### src/rtl/xmov_pkg.sv
`timescale 1ns / 1ps

package xmov_pkg;

    localparam int MaxLen     = 7;
    localparam int QueueDepth = 2;

    typedef enum logic [1:0] {
        KIND_REG_REG = 2'd0,
        KIND_LOAD    = 2'd1,
        KIND_STORE   = 2'd2,
        KIND_IMM_REG = 2'd3
    } kind_t;

    localparam logic [1:0] DISP_NONE = 2'd0;
    localparam logic [1:0] DISP_8    = 2'd1;
    localparam logic [1:0] DISP_32   = 2'd2;
    localparam logic [1:0] DISP_RSVD = 2'd3;

    localparam logic [2:0] REG_EAX = 3'd0;
    localparam logic [2:0] REG_ESP = 3'd4;
    localparam logic [2:0] REG_EBP = 3'd5;

    localparam logic [1:0] MOD_NONE = 2'd0;
    localparam logic [1:0] MOD_D8   = 2'd1;
    localparam logic [1:0] MOD_D32  = 2'd2;
    localparam logic [1:0] MOD_REG  = 2'd3;

    localparam logic [7:0] OP_MOV_LOAD  = 8'h8B;
    localparam logic [7:0] OP_MOV_STORE = 8'h89;
    localparam logic [7:0] OP_MOFFS_LD  = 8'hA1;
    localparam logic [7:0] OP_MOFFS_ST  = 8'hA3;
    localparam logic [7:0] OP_MOV_IMM   = 8'hB8;
    localparam logic [7:0] SIB_ESP_ONLY = 8'h24;

    typedef struct packed {
        logic [MaxLen-1:0][7:0] bytes;
        logic [2:0]             len;
        logic                   invalid;
    } enc_item_t;

    typedef struct packed {
        logic valid;
        logic ready;
    } q_hs_t;

endpackage

### src/rtl/xmov_front.sv
`timescale 1ns / 1ps

module xmov_front (
    input  logic                 in_valid,
    output logic                 in_ready,
    input  logic [1:0]           kind,
    input  logic [2:0]           reg_operand,
    input  logic [2:0]           source_reg,
    input  logic                 has_base,
    input  logic [2:0]           base_reg,
    input  logic                 has_index,
    input  logic [2:0]           index_reg,
    input  logic [1:0]           scale_log,
    input  logic [1:0]           disp_size,
    input  logic [31:0]          disp_value,
    output xmov_pkg::q_hs_t      wr_hs,
    input  logic                 q_ready,
    output xmov_pkg::enc_item_t  wr_item
);

    logic       disp_only;
    logic       bad;
    logic       need_sib;
    logic [1:0] mode;
    logic [2:0] pos;

    assign in_ready    = q_ready;
    assign wr_hs.valid = in_valid;
    assign wr_hs.ready = q_ready;

    always_comb
    begin
        wr_item   = '0;
        disp_only = !has_base && !has_index && (disp_size == xmov_pkg::DISP_32);
        bad       = 1'b0;
        need_sib  = has_index || (base_reg == xmov_pkg::REG_ESP);
        mode      = disp_size;
        pos       = 3'd2;
        if ((disp_size == xmov_pkg::DISP_NONE) && (base_reg == xmov_pkg::REG_EBP))
        begin
            mode = xmov_pkg::MOD_D8;
        end
        case (xmov_pkg::kind_t'(kind))
            xmov_pkg::KIND_REG_REG:
            begin
                wr_item.bytes[0] = xmov_pkg::OP_MOV_LOAD;
                wr_item.bytes[1] = {xmov_pkg::MOD_REG, reg_operand, source_reg};
                wr_item.len      = 3'd2;
            end
            xmov_pkg::KIND_IMM_REG:
            begin
                wr_item.bytes[0] = xmov_pkg::OP_MOV_IMM | {5'd0, reg_operand};
                wr_item.bytes[1] = disp_value[7:0];
                wr_item.bytes[2] = disp_value[15:8];
                wr_item.bytes[3] = disp_value[23:16];
                wr_item.bytes[4] = disp_value[31:24];
                wr_item.len      = 3'd5;
            end
            default:
            begin
                if ((reg_operand == xmov_pkg::REG_EAX) && disp_only)
                begin
                    wr_item.bytes[0] = (kind == xmov_pkg::KIND_LOAD) ?
                                       xmov_pkg::OP_MOFFS_LD : xmov_pkg::OP_MOFFS_ST;
                    wr_item.bytes[1] = disp_value[7:0];
                    wr_item.bytes[2] = disp_value[15:8];
                    wr_item.bytes[3] = disp_value[23:16];
                    wr_item.bytes[4] = disp_value[31:24];
                    wr_item.len      = 3'd5;
                end
                else
                begin
                    wr_item.bytes[0] = (kind == xmov_pkg::KIND_LOAD) ?
                                       xmov_pkg::OP_MOV_LOAD : xmov_pkg::OP_MOV_STORE;
                    bad = (disp_size == xmov_pkg::DISP_RSVD)
                        || (has_index && ((index_reg == xmov_pkg::REG_ESP) || !has_base))
                        || (!has_index && (scale_log != 2'd0))
                        || (!has_base && !has_index && (disp_size != xmov_pkg::DISP_32));
                    if (!has_base && !has_index)
                    begin
                        wr_item.bytes[1] = {xmov_pkg::MOD_NONE, reg_operand,
                                            xmov_pkg::REG_EBP};
                        wr_item.bytes[2] = disp_value[7:0];
                        wr_item.bytes[3] = disp_value[15:8];
                        wr_item.bytes[4] = disp_value[23:16];
                        wr_item.bytes[5] = disp_value[31:24];
                        wr_item.len      = 3'd6;
                    end
                    else
                    begin
                        wr_item.bytes[1] = {mode, reg_operand,
                                            need_sib ? xmov_pkg::REG_ESP : base_reg};
                        if (need_sib)
                        begin
                            wr_item.bytes[2] = has_index ?
                                               {scale_log, index_reg, base_reg} :
                                               xmov_pkg::SIB_ESP_ONLY;
                            pos = 3'd3;
                        end
                        if (mode == xmov_pkg::MOD_D8)
                        begin
                            wr_item.bytes[pos] = (disp_size == xmov_pkg::DISP_8) ?
                                                 disp_value[7:0] : 8'h00;
                            wr_item.len        = pos + 3'd1;
                        end
                        else if (mode == xmov_pkg::MOD_D32)
                        begin
                            wr_item.bytes[pos]        = disp_value[7:0];
                            wr_item.bytes[pos + 3'd1] = disp_value[15:8];
                            wr_item.bytes[pos + 3'd2] = disp_value[23:16];
                            wr_item.bytes[pos + 3'd3] = disp_value[31:24];
                            wr_item.len               = pos + 3'd4;
                        end
                        else
                        begin
                            wr_item.len = pos;
                        end
                    end
                    if (bad)
                    begin
                        wr_item         = '0;
                        wr_item.len     = 3'd1;
                        wr_item.invalid = 1'b1;
                    end
                end
            end
        endcase
    end

endmodule

### src/rtl/xmov_queue.sv
`timescale 1ns / 1ps

module xmov_queue #(
    parameter int DEPTH = xmov_pkg::QueueDepth
) (
    input  logic                 clk,
    input  logic                 rst_n,
    input  xmov_pkg::q_hs_t      wr_hs,
    input  xmov_pkg::enc_item_t  wr_item,
    output logic                 wr_ready,
    output logic                 rd_valid,
    input  logic                 rd_ready,
    output xmov_pkg::enc_item_t  rd_item
);

    localparam int AW = (DEPTH > 1) ? $clog2(DEPTH) : 1;
    localparam int CW = $clog2(DEPTH + 1);
    localparam logic [AW-1:0] LastPtr = AW'(DEPTH - 1);

    xmov_pkg::enc_item_t mem [DEPTH];

    logic [AW-1:0] wr_ptr_reg, wr_ptr_next;
    logic [AW-1:0] rd_ptr_reg, rd_ptr_next;
    logic [CW-1:0] count_reg,  count_next;
    logic          push, pop;

    assign wr_ready = (count_reg != CW'(DEPTH));
    assign rd_valid = (count_reg != '0);
    assign rd_item  = mem[rd_ptr_reg];
    assign push     = wr_hs.valid && wr_hs.ready;
    assign pop      = rd_valid && rd_ready;

    always_comb
    begin
        wr_ptr_next = wr_ptr_reg;
        rd_ptr_next = rd_ptr_reg;
        count_next  = count_reg;
        if (push)
        begin
            wr_ptr_next = (wr_ptr_reg == LastPtr) ? '0 : wr_ptr_reg + AW'(1);
        end
        if (pop)
        begin
            rd_ptr_next = (rd_ptr_reg == LastPtr) ? '0 : rd_ptr_reg + AW'(1);
        end
        if (push && !pop)
        begin
            count_next = count_reg + CW'(1);
        end
        else if (pop && !push)
        begin
            count_next = count_reg - CW'(1);
        end
    end

    always_ff @(posedge clk or negedge rst_n)
    begin
        if (!rst_n)
        begin
            wr_ptr_reg <= '0;
            rd_ptr_reg <= '0;
            count_reg  <= '0;
        end
        else
        begin
            wr_ptr_reg <= wr_ptr_next;
            rd_ptr_reg <= rd_ptr_next;
            count_reg  <= count_next;
        end
    end

    always_ff @(posedge clk)
    begin
        if (push)
        begin
            mem[wr_ptr_reg] <= wr_item;
        end
    end

endmodule

### src/rtl/xmov_back.sv
`timescale 1ns / 1ps

module xmov_back (
    input  logic                 clk,
    input  logic                 rst_n,
    input  logic [31:0]          start_address,
    input  logic                 rd_valid,
    output logic                 rd_ready,
    input  xmov_pkg::enc_item_t  rd_item,
    output logic                 out_valid,
    input  logic                 out_ready,
    output logic [7:0]           code_byte,
    output logic [31:0]          byte_address,
    output logic                 last,
    output logic                 invalid
);

    xmov_pkg::enc_item_t cur_reg, cur_next;
    logic                busy_reg, busy_next;
    logic [2:0]          cnt_reg, cnt_next;
    logic [31:0]         offset_reg, offset_next;
    logic                fire, done;

    assign out_valid    = busy_reg;
    assign code_byte    = cur_reg.bytes[cnt_reg];
    assign byte_address = start_address + offset_reg;
    assign last         = (cnt_reg == (cur_reg.len - 3'd1));
    assign invalid      = cur_reg.invalid;
    assign fire         = busy_reg && out_ready;
    assign done         = fire && last;
    assign rd_ready     = !busy_reg || done;

    always_comb
    begin
        cur_next    = cur_reg;
        busy_next   = busy_reg;
        cnt_next    = cnt_reg;
        offset_next = offset_reg;
        if (fire)
        begin
            cnt_next = cnt_reg + 3'd1;
            if (!cur_reg.invalid)
            begin
                offset_next = offset_reg + 32'd1;
            end
        end
        if (done)
        begin
            busy_next = 1'b0;
        end
        if (rd_valid && rd_ready)
        begin
            cur_next  = rd_item;
            busy_next = 1'b1;
            cnt_next  = 3'd0;
        end
    end

    always_ff @(posedge clk or negedge rst_n)
    begin
        if (!rst_n)
        begin
            busy_reg   <= 1'b0;
            cnt_reg    <= 3'd0;
            offset_reg <= 32'd0;
        end
        else
        begin
            busy_reg   <= busy_next;
            cnt_reg    <= cnt_next;
            offset_reg <= offset_next;
        end
    end

    always_ff @(posedge clk)
    begin
        cur_reg <= cur_next;
    end

endmodule

### src/rtl/x86_mov_instruction_encoder_unit.sv
`timescale 1ns / 1ps

// Channel   Direction  Handshake              Payload
// in        input      in_valid / in_ready    one MOV request
// out       output     out_valid / out_ready  one code byte, address, last, invalid
// cfg       input      cfg_we / cfg_wdata     start_address
//
// A request is encoded in the cycle it is taken and queued; the back end emits
// one byte per cycle while out_ready is high; an instruction has 1 to 7 bytes.
// Requests enter back to back while the queue has room. Reset clears the queue,
// the byte counter and the running offset. A stall at out holds the current
// byte; a full queue drops in_ready.

module x86_mov_instruction_encoder_unit #(
    parameter int QUEUE_DEPTH = xmov_pkg::QueueDepth
) (
    input  logic        clk,
    input  logic        rst_n,
    input  logic        cfg_we,
    input  logic [31:0] cfg_wdata,
    input  logic        in_valid,
    output logic        in_ready,
    input  logic [1:0]  kind,
    input  logic [2:0]  reg_operand,
    input  logic [2:0]  source_reg,
    input  logic        has_base,
    input  logic [2:0]  base_reg,
    input  logic        has_index,
    input  logic [2:0]  index_reg,
    input  logic [1:0]  scale_log,
    input  logic [1:0]  disp_size,
    input  logic [31:0] disp_value,
    output logic        out_valid,
    input  logic        out_ready,
    output logic [7:0]  code_byte,
    output logic [31:0] byte_address,
    output logic        last,
    output logic        invalid
);

    logic [31:0]         start_address_reg;
    xmov_pkg::q_hs_t     wr_hs;
    xmov_pkg::enc_item_t wr_item;
    xmov_pkg::enc_item_t rd_item;
    logic                q_ready;
    logic                rd_valid;
    logic                rd_ready;

    always_ff @(posedge clk or negedge rst_n)
    begin
        if (!rst_n)
        begin
            start_address_reg <= 32'd0;
        end
        else if (cfg_we)
        begin
            start_address_reg <= cfg_wdata;
        end
    end

    xmov_front u_front (
        .in_valid    (in_valid),
        .in_ready    (in_ready),
        .kind        (kind),
        .reg_operand (reg_operand),
        .source_reg  (source_reg),
        .has_base    (has_base),
        .base_reg    (base_reg),
        .has_index   (has_index),
        .index_reg   (index_reg),
        .scale_log   (scale_log),
        .disp_size   (disp_size),
        .disp_value  (disp_value),
        .wr_hs       (wr_hs),
        .q_ready     (q_ready),
        .wr_item     (wr_item)
    );

    xmov_queue #(
        .DEPTH (QUEUE_DEPTH)
    ) u_queue (
        .clk      (clk),
        .rst_n    (rst_n),
        .wr_hs    (wr_hs),
        .wr_item  (wr_item),
        .wr_ready (q_ready),
        .rd_valid (rd_valid),
        .rd_ready (rd_ready),
        .rd_item  (rd_item)
    );

    xmov_back u_back (
        .clk           (clk),
        .rst_n         (rst_n),
        .start_address (start_address_reg),
        .rd_valid      (rd_valid),
        .rd_ready      (rd_ready),
        .rd_item       (rd_item),
        .out_valid     (out_valid),
        .out_ready     (out_ready),
        .code_byte     (code_byte),
        .byte_address  (byte_address),
        .last          (last),
        .invalid       (invalid)
    );

endmodule
### config.mk
export PLATFORM = sky130hd
export DESIGN_NAME = x86_mov_instruction_encoder_unit
export DESIGN_NICKNAME = d
export VERILOG_FILES = /design/src/rtl/xmov_pkg.sv /design/src/rtl/xmov_front.sv /design/src/rtl/xmov_queue.sv /design/src/rtl/xmov_back.sv /design/src/rtl/x86_mov_instruction_encoder_unit.sv
export SDC_FILE = /design/constraint.sdc
export NUM_CORES = 1
export LEC_CHECK = 0
export BUFFER_PORTS_ARGS = -buffer_cell sky130_fd_sc_hd__buf_4
export CORE_MARGIN = 8
export CORE_UTILIZATION = 50
export CTS_CLUSTER_DIAMETER = 80
export DETAILED_ROUTE_END_ITERATION = 8
export PLACE_DENSITY_LB_ADDON = 0.05
export SYNTH_ARGS = -nofsm -noshare
export SYNTH_HDL_FRONTEND = slang
export SYNTH_SLANG_ARGS = --single-unit
### constraint.sdc
create_clock -name clk -period 4.4 [get_ports clk]
set_input_delay 0.88 -clock clk [delete_from_list [all_inputs] [get_ports clk]]
set_output_delay 0.88 -clock clk [all_outputs]
set_load 0.02 [all_outputs]
# == Word level (Yosys, flattened, before mapping) ==
# Memories as Yosys holds them, arrays and structs flattened. A register that Yosys moved wholly into a read port is not among the register bits.
# Cells that the tools add are included.
# word_totals
register_bits,72
latch_bits,0
mem_bits_rw,120
rom_bits,0
in_bits,89
out_inout_bits,44
elab_cells,135
n_memories,1
# mem_list
memory,words,word_bits,rd,rd_clocked_by_memory_dff,wr,line_no,text
u_queue.mem,2,60,1,1,1,xmov_queue.sv:20,xmov_pkg::enc_item_t mem [DEPTH];
# op_classes
add_sub_neg,12
n_mul,0
div,0
magnitude_cmp,9
n_eq_ne,13
n_shift,0
mux,54
bitwise,1
n_reduce_logical,38
# ops
operator,n
$bwmux 56,5
$mux 8,13
$demux 8 s3,4
$mux 60,1
$mux 59,1
$mux 56,1
$pmux 24 s2,1
$mux 43,1
$mux 40,1
$pmux 19 s2,1
$add 32x1->32 const B,1
$add 32x32->32,1
$mux 16,2
$bmux 8 s3,1
$mux 3,8
$lt 3x4->1 const B,5
$logic_and 1x1->1,17
$ge 3x1->1 const B,4
$mux 2,5
$reduce_bool 2->1,5
$eq 3x3->1 const B,3
$mux 1,9
$eq 2x2->1 const B,4
$add 3x1->3 const B,2
16 further kinds,31

# == Longest topological paths before layout ==
# logic_depth
word_depth,20
mapped_depth,11

# == Cells and area by module ==
# Synthesis repeated with hierarchy kept, for this count alone.
# unflattened
hier_cells,1030
hier_area_um2,13365.3
# by_module_without_submodules
module,instances,cells_per_inst,area_each_um2
xmov_back,1,540,5870.6
xmov_queue,1,205,4825.9
x86_mov_instruction_encoder_unit,1,68,1345.0
xmov_front,1,217,1323.8

# == Least setup slack after synthesis ==
# No wires, ideal clock.
# synth_path
kind,register to register
from,"register, netlist name u_back.cur_reg[1]"
to,register u_queue.count_reg[1]
setup_time_ns,0.079
arrival_ns,4.099
path_slack_ns,0.222
path_stages_with_launch,12
n_path_buf,0
cell_sequence,edfxtp_1 -> inv_1 -> ha_1 -> xnor2_1 -> nor3_1 -> nand2_1 -> a21oi_2 -> inv_1 -> ha_1 -> xor2_1 -> nor2_1 -> xor2_1
# synth_via
elab_chain_cells,8
elab_cells_between_ends,10
cone_classes,1 x add/sub; 1 x eq/ne; 1 x mux; 7 x reduce/logical
# synth_rtl
item,line_no,text
$sub 3x1->3 *,xmov_back.sv:27,assign last = (cnt_reg == (cur_reg.len - 3'd1));
$eq 3x3->1 *,xmov_back.sv:27,
net last,x86_mov_instruction_encoder_unit.sv:37,"output logic last,"
$logic_and 1x1->1 *,xmov_back.sv:30,assign done = fire && last;
$logic_or 1x1->1 *,xmov_back.sv:31,assign rd_ready = !busy_reg || done;
$logic_and 1x1->1 *,xmov_queue.sv:31,assign pop = rd_valid && rd_ready;
$logic_not 1->1,xmov_queue.sv:46,if (push && !pop)
$logic_and 1x1->1,xmov_queue.sv:46,
$mux 2 or $reduce_bool 2->1 (tied branches),n/a,
end signal: assignment,xmov_queue.sv:68,count_reg <= count_next;
end: declaration,xmov_queue.sv:24,"logic [CW-1:0] count_reg, count_next;"
# Mark *: on every way through the listed nets, which the timed path passes. The rest lies on a longest branch.
# A chain may end at the register's enable or synchronous reset.

# == Final worst setup path ==
# layout_path
from,register u_back.offset_reg[0]
to,output port byte_address[26]
# layout_via
elab_chain_cells,1
# layout_rtl
item,line_no,text
start: declaration,xmov_back.sv:21,"logic [31:0] offset_reg, offset_next;"
start signal: assignment,xmov_back.sv:71,offset_reg <= offset_next;
$add 32x32->32,xmov_back.sv:26,assign byte_address = start_address + offset_reg;
end: declaration,x86_mov_instruction_encoder_unit.sv:36,"output logic [31:0] byte_address,"
# No other way between the ends.

==> results_dict.tcl <==
set metrics [dict create \
    cts-root-buf "clkbuf_16" \
    async_flop_share_pct 28.9 \
    clkPwrFrac_pct 26.5 \
    wl_per_cell_um 18.8 \
    endpoint_kind "output pin" \
    register_area_sq_mm 0.00712 \
    layout.nets 1237 \
    total_power_mw 7.86 \
    maxSlewHeadroom_pct 37.6 \
    antenna_found_initial 0 \
    drv_cap 0 \
    final-setup-viol-count 0 \
    yosys_register_bits 249 \
    fillCellCount 1958 \
    die_w_um 173 \
    power.switching_mw 2.45 \
    critPathBufInv 1 \
    tightest_slew_ns 0.937 \
    ctsHoldBuffers 0 \
    hold_viol 0 \
    yosysTopAreaCellShare_pct 43.4 \
    hp-class "in2async" \
    path_depth 10 \
    fin_skew_ns 0.0125 \
    fin_crit_ns 4.23 \
    yosys_most_used_dff "edfxtp_1" \
    insertion_delay_ns 0.54 \
    seqPwrFrac_pct 44.0 \
    rr_endpoint "u_back.cur_reg[40]" \
    status "finished, final reports clean" \
    path_max_fanout 4 \
    rows 57 \
    fp.dieArea_sq_mm 0.0298 \
    grt_use_total_pct 17.7 \
    r2r_slack_ns 1.78 \
    via_count 7992 \
    grt_overflow 0 \
    synth-edff-count 177 \
    ir_drop_mv 0.439 \
    p_leak_nw 5.79 \
    grt_pass1_wl_um 43200 \
    drc_errors 0 \
    first_pass_iters 5 \
    cpLargestDelayFamily "compound AO/OA/AOI/OAI gates" \
    antenna_left 0 \
    path_cells "ha_1 -> fa_1 -> a21o_1 -> a221oi_4 -> or3_1 -> a21oi_1 -> a21bo_1 -> o31ai_1 -> xnor2_1 -> buf_4" \
    drt_iter0_drc 485 \
    setup.worst_path.end "byte_address[26]" \
    synthesis.nets 1103 \
    switching_share_pct 31.2 \
    comb_power_share_pct 29.6 \
    via_per_inst 5.51 \
    io_buffer_count 132 \
    antenna_cells 0 \
    rr_worst_depth 6 \
    path_clk_slew_ns 0.06 \
    area_growth_syn_to_layout_pct 17.5 \
    r2r-start "u_back.cnt_reg[2]" \
    critPathKind "reg2out" \
    slowest_stage "fa_1" \
    grt_pass1_vias 8065 \
    synth-seq-area-share_pct 58.1 \
    yosysWarnings 0 \
    cts_setup_buffers 0 \
    startpoint_type "register" \
    cp.arrival_ns 3.35 \
    p_per_area_mw_per_mm2 545 \
    num_io_pins 133 \
    cp-startpoint "u_back.offset_reg[0]" \
    start_util_pct 50.7 \
    synthCells 974 \
    p_int_mw 5.40 \
    die-height_um 173 \
    numCtsBuffers 27 \
    required_ns 3.52 \
    largest_reg_flops 118 \
    cts_tree "built" \
    drive_gt1_share_pct 26.6 \
    synth_area_leaders "edfxtp_1 43%, dfrtp_1 15%, mux2_2 8.5%, ha_1 4.0%, nand2_1 3.2%" \
    dp_hpwl_um 19600 \
    post-route-util_pct 59.6 \
    synth_area_sq_mm 0.0123 \
    grt_max_degree 73 \
    slowest_delay_ns 0.42 \
    syn_avg_cell_area_sq_um 12.6 \
    post-route-period-util_pct 96.0 \
    slew_viol_final 0 \
    gp_congestion 0.930 \
    cts_resized 0 \
    multiInputGateArea_sq_mm 0.00492 \
    ys_types 69 \
    h-tree-depth 1 \
    design.core.area_sq_mm 0.0242 \
    fmax_ghz 0.237 \
    synth_area_leader_cell "edfxtp_1" \
    cts_buffer_depth 3 \
    cts.sinks 249 \
    drt-total-wl_um 27300 \
]
==> power by group through the flow <==
stage,clock network (mW),registers [mW],logic [mW]
floorplan,0,3.37,1.65
global placement,0,3.49,2.33
detailed placement,0,3.51,2.34
CTS,2.14,3.47,2.35
global route,2.23,3.51,2.54
finish,2.08,3.45,2.32
==> cell usage after synthesis (4+ instances only) <==
cell type  instances
a21oi_1           60
clkbuf_1          28
ha_1              39
a21o_1            16
and3_1            10
o21ai_1           10
nor3_1            10
o21bai_1           4
nand3_1           19
and2_1            12
a22oi_1           16
mux2_2            93
xor2_1            28
inv_1             17
edfxtp_1         177
nor2_1            51
nor2b_1            5
xnor2_1           43
dfrtp_1           72
mux2i_1           17
nand4_1            8
o31ai_1            4
o21ai_0           43
buf_1              4
nand2_1          104
a31oi_1            4
nand2b_1           8
a211oi_1           4
mux4_2             7
==> cell type report <==
| type | count | area share, % |
|---|---|---|
| Sequential cell | 249 | 49.4 |
| Clock buffer | 33 | 4.85 |
| Tap cell | 324 | 2.81 |
| Inverter | 17 | 0.443 |
| Clock inverter | 15 | 0.834 |
| Timing Repair Buffer | 144 | 7.50 |
| Multi-Input combinational cell | 669 | 34.1 |
==> worst reg2reg max path: stages (launching register included) <==
cell and delay (ns):
dfrtp_1 0.92, xnor2_1 0.20, xnor2_1 0.16, nor3_1 0.23, nand2_1 0.16, a21oi_4 0.19
buf_4 0.39
==> through the flow <==
stage	setup WS (ns)	hold slack, ns	std cells	TNS (ns)	area (sq um)
after detailed placement	0.718	0.484	1403	0	13600
after floorplan	0.222	0.459	974	0	12300
after global routing	-0.00367	0.510	1451	-0.00367	14400
after CTS	0.0874	0.492	1451	0	14400
final	0.174	0.482	1451	0	14400
after global placement	0.717	0.478	1403	0	13600
==> cell families after synthesis <==
group                      after synthesis  synth area share [%]
muxes                                  117                  11.2
AOI/OAI and AO/OA                      194                  10.0
and+or+nand+nor                        247                  9.42
buffers and inverters                   56                  2.08
adders and majority gates               40                  4.14
xor gates and xnor gates                71                  5.07
DFF                                    249                  58.1
==> cells in the final DEF, fill, tap and decap left out, drive strengths merged, types with 19 or more instances in the layout <==
cell / instances
a21oi: 62
buf: 144
clkbuf: 33
dfrtp: 72
edfxtp: 177
ha: 39
inv: 19
mux2: 93
nand2: 104
nand3: 19
nor2: 51
o21ai: 53
xnor2: 43
xor2: 28
==> worst min-delay path by stage <==
stage / cells past startpoint / startpoint / slack [ns] / to
finish: 1 / rst_n / 0.48 / u_queue.wr_ptr_reg
detailed placement: 1 / u_back.offset_reg[31] / 0.48 / u_back.offset_reg[31]
global route: 1 / u_back.offset_reg[31] / 0.51 / u_back.offset_reg[31]
floorplan: 1 / u_back.offset_reg[27] / 0.46 / u_back.offset_reg[27]
CTS: 1 / u_back.offset_reg[31] / 0.49 / u_back.offset_reg[31]
global placement: 1 / u_back.offset_reg[31] / 0.48 / u_back.offset_reg[31]
==> routing by layer <==
layer / vias to the layer above / GRT usage [%] / part of all wire (%)
li1: 3868 / - / -
met1: 3830 / 23.7 / 46
met2: 245 / 28.7 / 46
met3: 49 / 3.81 / 5.7
met4: 0 / 4.97 / 2.5
met5: - / 0 / 0
Power figures use the tool's default switching activity.
